### src/rtl/core/sctd_pkg.sv
`default_nettype none

package sctd_pkg;

  // Pipeline depth, from the input register to the output register.
  localparam int unsigned NumStages = 9;

  // 86400 = 2^7 * 675. The shift is taken first and the quotient by 675 is
  // estimated with a truncated reciprocal, then corrected by one compare.
  localparam int unsigned DaySecShift = 7;
  localparam logic [9:0]  DAY_DIV_ODD = 10'd675;
  localparam logic [22:0] RECIP_675   = 23'd6362914;  // floor(2^32 / 675)

  // Unix day numbers at which the 1 March based century changes
  // (1 March 2000 and 1 March 2100), and the day offset into the
  // century that starts on 1 March 1900.
  localparam logic [15:0] DAY_CENT_2000 = 16'd11017;
  localparam logic [15:0] DAY_CENT_2100 = 16'd47541;
  localparam logic [15:0] DAY_OFS_1900  = 16'd25508;

  // Exact reciprocals: floor(n * M / 2^k) equals floor(n / d) over the
  // range of n that reaches each divider.
  localparam logic [17:0] RECIP_1461 = 18'd183735;   // k = 28
  localparam logic [12:0] RECIP_153  = 13'd6854;     // k = 20
  localparam logic [17:0] RECIP_3600 = 18'd149131;   // k = 29
  localparam logic [12:0] RECIP_60   = 13'd4370;     // k = 18

  localparam logic [17:0] YEAR_GRP_BIAS = 18'd1464;  // 4 * 366
  localparam logic [8:0]  DAYS_YEAR     = 9'd365;
  localparam logic [11:0] SECS_HOUR     = 12'd3600;
  localparam logic [5:0]  SECS_MINUTE   = 6'd60;

  // Century index: 0 for 1900, 1 for 2000, 2 for 2100.
  typedef logic [1:0] cent_t;

  localparam cent_t CENT_1900 = 2'd0;
  localparam cent_t CENT_2000 = 2'd1;
  localparam cent_t CENT_2100 = 2'd2;

  function automatic logic [11:0] cent_year(input cent_t c);
    logic [11:0] y;
    case (c)
      CENT_2000: y = 12'd2000;
      CENT_2100: y = 12'd2100;
      default:   y = 12'd1900;
    endcase
    return y;
  endfunction

  // First day of each month counted from 1 March: (153 * m + 2) / 5.
  function automatic logic [8:0] month_start(input logic [3:0] m);
    logic [8:0] s;
    case (m)
      4'd0:    s = 9'd0;
      4'd1:    s = 9'd31;
      4'd2:    s = 9'd61;
      4'd3:    s = 9'd92;
      4'd4:    s = 9'd122;
      4'd5:    s = 9'd153;
      4'd6:    s = 9'd184;
      4'd7:    s = 9'd214;
      4'd8:    s = 9'd245;
      4'd9:    s = 9'd275;
      4'd10:   s = 9'd306;
      4'd11:   s = 9'd337;
      default: s = 9'd0;
    endcase
    return s;
  endfunction

  // Month index from which the month falls into the next calendar year.
  localparam logic [3:0] MONTH_JAN = 4'd10;

  // Load enables of the pipeline stages, bit 0 is the first stage.
  typedef logic [NumStages-1:0] stage_en_t;

endpackage

`default_nettype wire

### src/rtl/core/sctd_day_split.sv
`default_nettype none

// Stages one to four: epoch add, then Unix seconds split into day number and
// second of day.
module sctd_day_split (
  input  logic        clk_i,
  input  logic [3:0]  en_i,
  input  logic [31:0] time_seconds_i,
  input  logic [31:0] epoch_offset_i,
  output logic [15:0] day_num_o,
  output logic [16:0] sod_o
);

  logic [31:0] unix_q;
  logic [24:0] x2_q;
  logic [6:0]  lo2_q;
  logic [47:0] p1_q;
  logic [24:0] x3_q;
  logic [6:0]  lo3_q;
  logic [15:0] q0_q;
  logic [24:0] p2_q;
  logic [15:0] day_q;
  logic [16:0] sod_q;

  logic [15:0] q0_d;
  logic [25:0] p2_full;
  logic [24:0] diff;
  logic [10:0] rem;
  logic        over;
  logic [10:0] rem_adj;

  assign q0_d    = p1_q[47:32];
  assign p2_full = 26'(q0_d) * 26'(sctd_pkg::DAY_DIV_ODD);
  assign diff    = x3_q - p2_q;
  assign rem     = diff[10:0];
  assign over    = (rem >= 11'(sctd_pkg::DAY_DIV_ODD));
  assign rem_adj = over ? 11'(rem - 11'(sctd_pkg::DAY_DIV_ODD)) : rem;

  always_ff @(posedge clk_i) begin
    if (en_i[0]) begin
      unix_q <= 32'(time_seconds_i + epoch_offset_i);
    end
    if (en_i[1]) begin
      x2_q  <= unix_q[31:sctd_pkg::DaySecShift];
      lo2_q <= unix_q[sctd_pkg::DaySecShift-1:0];
      p1_q  <= 48'(unix_q[31:sctd_pkg::DaySecShift]) * 48'(sctd_pkg::RECIP_675);
    end
    if (en_i[2]) begin
      x3_q  <= x2_q;
      lo3_q <= lo2_q;
      q0_q  <= q0_d;
      p2_q  <= p2_full[24:0];
    end
    if (en_i[3]) begin
      day_q <= over ? 16'(q0_q + 16'd1) : q0_q;
      sod_q <= {rem_adj[9:0], lo3_q};
    end
  end

  assign day_num_o = day_q;
  assign sod_o     = sod_q;

endmodule

`default_nettype wire

### src/rtl/core/sctd_tod.sv
`default_nettype none

// Stages five to nine: second of day into hour, minute and second.
module sctd_tod (
  input  logic        clk_i,
  input  logic [4:0]  en_i,
  input  logic [16:0] sod_i,
  output logic [4:0]  hour_o,
  output logic [5:0]  minute_o,
  output logic [5:0]  second_o
);

  logic [16:0] sod5_q;
  logic [34:0] ph_q;
  logic [16:0] sod6_q;
  logic [4:0]  hour6_q;
  logic [16:0] hp_q;
  logic [4:0]  hour7_q;
  logic [11:0] rem7_q;
  logic [24:0] pm_q;
  logic [4:0]  hour8_q;
  logic [5:0]  min8_q;
  logic [5:0]  sec8_q;
  logic [4:0]  hour9_q;
  logic [5:0]  min9_q;
  logic [5:0]  sec9_q;

  logic [4:0]  hour_d;
  logic [16:0] hp_d;
  logic [16:0] rem_full;
  logic [5:0]  min_d;
  logic [11:0] min_secs;
  logic [11:0] sec_full;

  assign hour_d   = ph_q[33:29];
  assign hp_d     = 17'(hour_d) * 17'(sctd_pkg::SECS_HOUR);
  assign rem_full = sod6_q - hp_q;
  assign min_d    = pm_q[23:18];
  assign min_secs = 12'(min_d) * 12'(sctd_pkg::SECS_MINUTE);
  assign sec_full = rem7_q - min_secs;

  always_ff @(posedge clk_i) begin
    if (en_i[0]) begin
      sod5_q <= sod_i;
      ph_q   <= 35'(sod_i) * 35'(sctd_pkg::RECIP_3600);
    end
    if (en_i[1]) begin
      sod6_q  <= sod5_q;
      hour6_q <= hour_d;
      hp_q    <= hp_d;
    end
    if (en_i[2]) begin
      hour7_q <= hour6_q;
      rem7_q  <= rem_full[11:0];
      pm_q    <= 25'(rem_full[11:0]) * 25'(sctd_pkg::RECIP_60);
    end
    if (en_i[3]) begin
      hour8_q <= hour7_q;
      min8_q  <= min_d;
      sec8_q  <= sec_full[5:0];
    end
    if (en_i[4]) begin
      hour9_q <= hour8_q;
      min9_q  <= min8_q;
      sec9_q  <= sec8_q;
    end
  end

  assign hour_o   = hour9_q;
  assign minute_o = min9_q;
  assign second_o = sec9_q;

endmodule

`default_nettype wire

### src/rtl/core/sctd_date.sv
`default_nettype none

// Stages five to nine: Unix day number into Gregorian year, month and day.
// The year runs from 1 March, so January and February close the year.
module sctd_date (
  input  logic        clk_i,
  input  logic [4:0]  en_i,
  input  logic [15:0] day_num_i,
  output logic [11:0] year_o,
  output logic [3:0]  month_o,
  output logic [4:0]  day_o
);

  sctd_pkg::cent_t cent5_q, cent6_q, cent7_q, cent8_q;
  logic [15:0] days5_q;
  logic [15:0] days6_q;
  logic [35:0] py_q;
  logic [15:0] days7_q;
  logic [6:0]  t2_7_q;
  logic [15:0] yd_q;
  logic [6:0]  t2_8_q;
  logic [8:0]  days8_q;
  logic [23:0] pmo_q;
  logic [11:0] year9_q;
  logic [3:0]  month9_q;
  logic [4:0]  day9_q;

  sctd_pkg::cent_t cent_d;
  logic [16:0] days2_full;
  logic [17:0] grp_num;
  logic [6:0]  t2_d;
  logic [15:0] yd_d;
  logic [15:0] days3_full;
  logic [10:0] mnum;
  logic [3:0]  midx;
  logic        wrap;
  logic [8:0]  mday_full;

  // Century from the day number, then the day within that century.
  always_comb begin
    if (day_num_i >= sctd_pkg::DAY_CENT_2100) begin
      cent_d     = sctd_pkg::CENT_2100;
      days2_full = 17'(day_num_i) - 17'(sctd_pkg::DAY_CENT_2100);
    end else if (day_num_i >= sctd_pkg::DAY_CENT_2000) begin
      cent_d     = sctd_pkg::CENT_2000;
      days2_full = 17'(day_num_i) - 17'(sctd_pkg::DAY_CENT_2000);
    end else begin
      cent_d     = sctd_pkg::CENT_1900;
      days2_full = 17'(day_num_i) + 17'(sctd_pkg::DAY_OFS_1900);
    end
  end

  assign grp_num    = {days5_q, 2'b00} + sctd_pkg::YEAR_GRP_BIAS;
  assign t2_d       = 7'(py_q[34:28] - 7'd1);
  assign yd_d       = 16'(16'(t2_d) * 16'(sctd_pkg::DAYS_YEAR)) + 16'(t2_d >> 2);
  assign days3_full = days7_q - yd_q;
  assign mnum       = 11'(11'(days3_full[8:0]) * 11'd5) + 11'd2;
  assign midx       = pmo_q[23:20];
  assign wrap       = (midx >= sctd_pkg::MONTH_JAN);
  assign mday_full  = 9'(days8_q - sctd_pkg::month_start(midx) + 9'd1);

  always_ff @(posedge clk_i) begin
    if (en_i[0]) begin
      cent5_q <= cent_d;
      days5_q <= days2_full[15:0];
    end
    if (en_i[1]) begin
      cent6_q <= cent5_q;
      days6_q <= days5_q;
      py_q    <= 36'(grp_num) * 36'(sctd_pkg::RECIP_1461);
    end
    if (en_i[2]) begin
      cent7_q <= cent6_q;
      days7_q <= days6_q;
      t2_7_q  <= t2_d;
      yd_q    <= yd_d;
    end
    if (en_i[3]) begin
      cent8_q <= cent7_q;
      t2_8_q  <= t2_7_q;
      days8_q <= days3_full[8:0];
      pmo_q   <= 24'(mnum) * 24'(sctd_pkg::RECIP_153);
    end
    if (en_i[4]) begin
      year9_q  <= sctd_pkg::cent_year(cent8_q) + 12'(t2_8_q) + 12'(wrap);
      month9_q <= wrap ? 4'(midx - 4'd9) : 4'(midx + 4'd3);
      day9_q   <= mday_full[4:0];
    end
  end

  assign year_o  = year9_q;
  assign month_o = month9_q;
  assign day_o   = day9_q;

endmodule

`default_nettype wire

### src/rtl/core/seconds_to_calendar_date.sv
`default_nettype none

// Channel    | Direction | Handshake             | Word
// -----------+-----------+-----------------------+-------------------------------
// input      | in        | in_valid_i/in_ready_o | time_seconds_i
// result     | out       | out_valid_o/out_ready_i | year_o month_o day_o hour_o
//            |           |                       | minute_o second_o
// config     | in        | cfg_we_i              | cfg_wdata_i (epoch offset)
//
// One word enters per cycle while in_ready_o is high; the pipeline has nine
// register stages. Reset clears the stage valid bits and sets the epoch
// offset to zero. A stall at the output backs up only as far as the first
// empty stage, so bubbles are squeezed out and a new word is taken while a
// result waits, as long as some stage is empty.
module seconds_to_calendar_date (
  input  logic        clk_i,
  input  logic        rst_ni,
  input  logic        cfg_we_i,
  input  logic [31:0] cfg_wdata_i,
  input  logic        in_valid_i,
  output logic        in_ready_o,
  input  logic [31:0] time_seconds_i,
  output logic        out_valid_o,
  input  logic        out_ready_i,
  output logic [11:0] year_o,
  output logic [3:0]  month_o,
  output logic [4:0]  day_o,
  output logic [4:0]  hour_o,
  output logic [5:0]  minute_o,
  output logic [5:0]  second_o
);

  localparam int unsigned N = sctd_pkg::NumStages;

  logic [31:0] epoch_offset_q;
  logic [N-1:0] valid_q;
  logic [N-1:0] valid_d;
  sctd_pkg::stage_en_t en;
  logic [15:0] day_num;
  logic [16:0] sod;

  // The user must change the epoch offset only while the pipeline is empty; the block does not enforce this.
  always_ff @(posedge clk_i or negedge rst_ni) begin
    if (!rst_ni) begin
      epoch_offset_q <= '0;
    end else if (cfg_we_i) begin
      epoch_offset_q <= cfg_wdata_i;
    end
  end

  // A stage loads when it is empty or when the stage after it moves on.
  always_comb begin
    en[N-1] = ~valid_q[N-1] | out_ready_i;
    for (int k = N - 2; k >= 0; k--) begin
      en[k] = ~valid_q[k] | en[k+1];
    end
    valid_d[0] = en[0] ? in_valid_i : valid_q[0];
    for (int k = 1; k < N; k++) begin
      valid_d[k] = en[k] ? valid_q[k-1] : valid_q[k];
    end
  end

  always_ff @(posedge clk_i or negedge rst_ni) begin
    if (!rst_ni) begin
      valid_q <= '0;
    end else begin
      valid_q <= valid_d;
    end
  end

  assign in_ready_o  = en[0];
  assign out_valid_o = valid_q[N-1];

  sctd_day_split u_split (
    .clk_i          (clk_i),
    .en_i           (en[3:0]),
    .time_seconds_i (time_seconds_i),
    .epoch_offset_i (epoch_offset_q),
    .day_num_o      (day_num),
    .sod_o          (sod)
  );

  sctd_date u_date (
    .clk_i     (clk_i),
    .en_i      (en[8:4]),
    .day_num_i (day_num),
    .year_o    (year_o),
    .month_o   (month_o),
    .day_o     (day_o)
  );

  sctd_tod u_tod (
    .clk_i    (clk_i),
    .en_i     (en[8:4]),
    .sod_i    (sod),
    .hour_o   (hour_o),
    .minute_o (minute_o),
    .second_o (second_o)
  );

endmodule

`default_nettype wire

### config.mk
export PLATFORM = sky130hd
export DESIGN_NAME = seconds_to_calendar_date
export DESIGN_NICKNAME = d
export VERILOG_FILES = /design/src/rtl/core/sctd_pkg.sv /design/src/rtl/core/sctd_day_split.sv /design/src/rtl/core/sctd_tod.sv /design/src/rtl/core/sctd_date.sv /design/src/rtl/core/seconds_to_calendar_date.sv
export SDC_FILE = /design/constraint.sdc
export NUM_CORES = 2
export LEC_CHECK = 0
export ABC_CLOCK_PERIOD_IN_PS = 11250
export BUFFER_PORTS_ARGS = -buffer_cell sky130_fd_sc_hd__buf_4
export CAP_MARGIN = 20
export CORE_MARGIN = 2
export CORE_UTILIZATION = 50
export CTS_CLUSTER_SIZE = 10
export DETAILED_ROUTE_END_ITERATION = 12
export GPL_TIMING_DRIVEN = 1
export PLACE_DENSITY = 0.75
export SKIP_LAST_GASP = 1
export SYNTH_ARGS = -nofsm -noshare
export SYNTH_HDL_FRONTEND = slang
export SYNTH_SLANG_ARGS = --single-unit
### constraint.sdc
create_clock -name clk_i -period 11.25 [get_ports clk_i]
set_input_delay 2.25 -clock clk_i [delete_from_list [all_inputs] [get_ports clk_i]]
set_output_delay 2.25 -clock clk_i [all_outputs]
set_load 0.1 [all_outputs]
# --- After elaboration in Yosys (flattened, before gate mapping) ---
# Memories as Yosys holds them, arrays and structs flattened. A register that Yosys moved wholly into a read port is not among the register bits.
# Index checks and enable logic that the tools add are counted.
# Widths: inputs -> output; s select.
op_classes:
  addsub: 20
  n_mul: 10
  magnitude_cmp: 4
  eq_ne: 2
  muxes: 9
  bitwise: 18
ops:
  columns: ["op", "n"]
  rows:
  - ["$mux 16", 3]
  - ["$mul 25x22->47 const B", 1]
  - ["$mul 18x18->35 const B", 1]
  - ["$mul 17x18->34 const B", 1]
  - ["$add 32x32->32", 1]
  - ["$pmux 12 s2", 1]
  - ["$mul 11x12->23 const B", 1]
  - ["$mul 12x12->23 const B", 1]
  - ["$add 18x11->18 const B", 1]
  - ["$add 16x1->16 const B", 1]
  - ["$add 16x15->16 const B", 1]
  - ["$ge 16x14->1 const B", 1]
  - ["$ge 16x16->1 const B", 1]
  - ["$mul 16x10->11 const B", 1]
  - ["$sub 16x14->16 const B", 1]
  - ["$sub 16x16->16 const B", 1]
  - ["$add 12x1->12", 1]
  - ["$add 12x7->12", 1]
  - ["$mux 12", 1]
  - ["$sub 12x12->12", 1]
  - ["$add 11x2->11 const B", 1]
  - ["$ge 11x10->1 const B", 1]
  - ["$mul 9x3->11 const B", 1]
  - ["$sub 11x11->11", 1]
  - ["other kinds (20)", 37]
word_totals:
  ff_bits: 504
  mem_bits_ro: 144
  output_inout_bits: 40
  mem_count: 1
mem_list:
  columns: ["memory", "depth", "width", "read_ports", "rd_ports_with_merged_regs", "wr", "line_no", "source"]
  rows:
  - ["(no name shown)", 16, 9, 1, 1, 0, "sctd_pkg.sv:53", "case (m)"]

# --- Longest topological paths before layout ---
depth:
  depth_word: 10
  ltp_mapped: 40

# --- Modules after synthesis ---
# Synthesis repeated with hierarchy kept, for this count alone.
unflattened:
  cells_unflattened: 3449
  hier_area_um2: 39648.0
modules_own_cells:
  columns: ["mod", "instances", "cells_per_inst", "area_per_inst_um2", "seq_area_each_um2"]
  rows:
  - ["sctd_day_split", 1, 1274, 14969.4, 4294.1]
  - ["sctd_date", 1, 1321, 14227.4, 3163.0]
  - ["sctd_tod", 1, 755, 8869.8, 2612.5]
  - ["seconds_to_calendar_date", 1, 99, 1581.5, 1026.0]

# --- Least setup slack after synthesis ---
# No wires, ideal clock.
synth_path:
  path_kind: "reg-to-reg"
  from: "register u_date.days7_q[0]"
  to: "register (tool-made name)"
  setup_ns: 0.117
  arrival_ns: 8.330
  required_ns: 11.133
  slack_ns: 2.803
  path_stages_with_launch: 40
  synth_period_minus_slack_ns: 8.447
  path_cell_list: "edfxtp_1 inv_1 ha_1 inv_1 fa_1 a21oi_1 o21ai_1 a2111oi_0 o21ai_0 and2_1 ha_1 ha_1 nand2_1 o21ai_0 o211ai_1 a221o_1 and3_1 xnor2_1 [... 4 more ...] fa_1 fa_1 fa_1 inv_1 ha_1 a21oi_1 a21oi_1 a211oi_1 a21oi_1 o21a_1 o21ai_0 nand2b_1 a221oi_1 xnor2_1 a21oi_1 ha_1 a21oi_1 a32o_1"
synth_rtl:
  columns: ["element", "line_no", "source"]
  rows:
  - ["start: declaration", "sctd_date.sv:18", "logic [15:0] days7_q;"]
  - ["start signal: assignment", "sctd_date.sv:74", "days7_q <= days6_q;"]

==> summary.txt <==
Floorplan
  • I/O pin count: 109
  • Starting Density: 50.4%
  • Die Y-Extent: 283 um
  • Row cnt: 102
  • Core ar.: 77300 um2
  • Die X: 283 um
  • Die area: 80200 um2

Setup path
  • Critical Path RT: 11.72 ns
  • CP Buf/Inv Count: 5
  • Arr. time, crit path: 9.87 ns
  • CP max stage delay: 0.54 ns
  • Setup crit end kind: flop
  • Top delay family on crit path: adder cells
  • Critical path peak fanout: 4
  • Worst setup SP type: flop
  • Crit path max-delay cell type: fa_1
  • Crit path kind: reg -> reg

Timing
  • Setup tns final: 0 ns
  • Max Clock Freq: 0.106 GHz
  • RSZ-0062 raised after global routing: false
  • Final hold vios: 0
  • Final Setup Violations: 0
  • Minimum clock period: 9.40 ns
  • Slew HR: 32.5%
  • Setup Skew: 0.0167 ns
  • Worst-margin pin slew: 0.987 ns
  • Crit share post-route: 83.6%
  • Slew Viols, Final: 0

Yosys
  • Most common cell in the netlist: ha_1
  • Dominant cells by area after synthesis: ha_1, edfxtp_1, fa_1
  • Mapped Area: 39000 um2
  • Post-synth ARST share: 10.8%
  • Avg Cell Area, Syn: 11.6 um2
  • Post-synth EDFFs: 332
  • Cells after synthesis: 3369
  • Biggest area consumer among synthesized cells: ha_1
  • Syn Nets: 4667
  • Flops & latches, synth: 378
  • Synth top area share: 27.0%
  • Post-synthesis sequential area ratio: 28.5%
  • Commonest cells in the netlist: ha_1, inv_1, fa_1
  • Post-synth top flop: edfxtp_1
  • Synth Warn #: 0
  • Yosys cell types: 75

Final layout
  • Share of cells above drive strength 1: 6.67%
  • Footprint of the multi-input gates: 24900 um2
  • Inserted Diodes: 0
  • Filler instances: 6493
  • Area growth from synthesis to layout: 8.97%
  • Sequential cell area: 11100 um2
  • Fin nets: 4812

Drt
  • Via Count: 23311
  • Starting DRC count in detailed routing: 898
  • Total wire length: 70500 um
  • DR pass1 iterations: 4
  • Post-route ant nets: 0
  • Vias/cell: 5.08
  • DR DRC count: 0
  • WL/cell: 15.4 um

CTS
  • CTS tree: done
  • Clock buffer count from CTS: 45
  • Htree depth: 2
  • CTS Root Cell: clkbuf_16
  • Post-CTS Hold Buffers: 0
  • Setup bufs post-CTS: 0
  • # resized after CTS: 0
  • Worst skew pair latency: 0.59 ns
  • CTS max path bufs: 3
  • Sink Count: 378
  • Clock slew at reported path FFs: 0.06 ns

Global routing
  • Initial antenna violation count: 0
  • Gr usage total: 18.5%
  • Vias in the first global route: 25046
  • Grt total ovfl: 0
  • First-pass GRT wire length: 122000 um
  • Largest net degree at the start of global routing: 46

Placed design
  • Final GP Congestion: 0.883
  • HPWL after detailed placement: 58100 um
  • Number of port buffers: 108

Hold path
  • Class of the worst hold path: reg -> reg

Status
  • Status: finished, final reports clean

Job
  • Max_cap viols: 0
==> sequential cells by signal (all words and copies together) (netlist names), 11 cells and up, named ones only <==
name               count
u_split.day_num_o     16
epoch_offset_q        32
u_date.days5_q        16
u_split.x2_q          11
u_tod.sod6_q          12
u_split.x3_q          11
u_split.q0_q          15
u_split.p2_q          11
u_tod.sod5_q          11
u_date.year_o         12
u_split.p1_q          16
u_split.sod_o         17
u_split.unix_q        32
==> stage by stage <==
step	instances	setup WS [ns]	hold WS [ns]	util, %	cell area (um2)
after CTS	4590	1.83	0.401	54.9	42400
after global placement	4506	2.11	0.400	53.1	41100
after detailed placement	4506	1.88	0.405	53.1	41100
final	4591	1.85	0.404	54.9	42500
after global routing	4591	0.959	0.410	54.9	42500
after floorplan	3369	2.80	0.400	-	39000
==> worst paths after layout <==
kind	depth (start not counted)	startpoint	slack, ns	to
setup / recovery	39	u_date.days7_q[0]	1.85	flop
min in group asynchronous	1	rst_ni	1.68	epoch_offset_q[18]
hold reg to reg	0	u_tod.ph_q[33]	0.40	u_tod.hp_q[8]
max in group asynchronous	1	rst_ni	9.10	valid_q[1]
hold / removal	0	u_tod.ph_q[33]	0.40	u_tod.hp_q[8]
setup reg to reg	39	u_date.days7_q[0]	1.85	flop
==> metal layers <==
metal / GRT usage [%] / vias to the layer above / routed length, um
li1: - / 11592 / -
met1: 23.9 / 11271 / 31200
met2: 32.5 / 342 / 35100
met3: 2.62 / 106 / 2430
met4: 4.79 / 0 / 1750
met5: 0 / - / 0
==> placed cells by master, fill, tap and decap left out, types with 12 or more instances in the layout <==
cell type,instances
a21o_1,59
a21oi_1,104
and3_1,17
buf_4,116
clkbuf_1,29
clkbuf_16,46
dfrtp_1,41
edfxtp_1,332
fa_1,389
ha_1,840
inv_1,761
mux2_2,37
nand2_1,58
nand2b_1,25
nand3_1,30
nand4_1,12
nor2_1,89
nor2b_1,27
nor3_1,29
nor4_1,12
o21a_1,26
o21ai_0,68
o21bai_1,16
xnor2_1,142
xor2_1,68
==> logic make-up (layout without fill, tap and decap cells) <==
| logic type | Yosys count | count (layout) | share of synthesized area, % |
|---|---|---|---|
| adders and majority gates | 1229 | 1229 | 47.0 |
| muxes | 42 | 42 | 1.23 |
| DFF | 378 | 378 | 28.5 |
| and+or+nand+nor | 349 | 349 | 4.58 |
| buffers and inverters | 782 | 964 | 7.55 |
| AOI/OAI and AO/OA | 378 | 378 | 6.43 |
| xor gates and xnor gates | 211 | 211 | 4.78 |
==> cell type report <==
cell class                      instances  area share (%)
Sequential cell                       378            26.1
Timing Repair Buffer                  117            2.10
Clock inverter                          5           0.118
Multi-Input combinational cell       2209            58.7
Clock buffer                           79            3.10
Tap cell                             1040            3.06
Inverter                              763            6.75
Power is not shown: default switching activity piles up to over one toggle a cycle in this logic, so the estimate is an artifact.
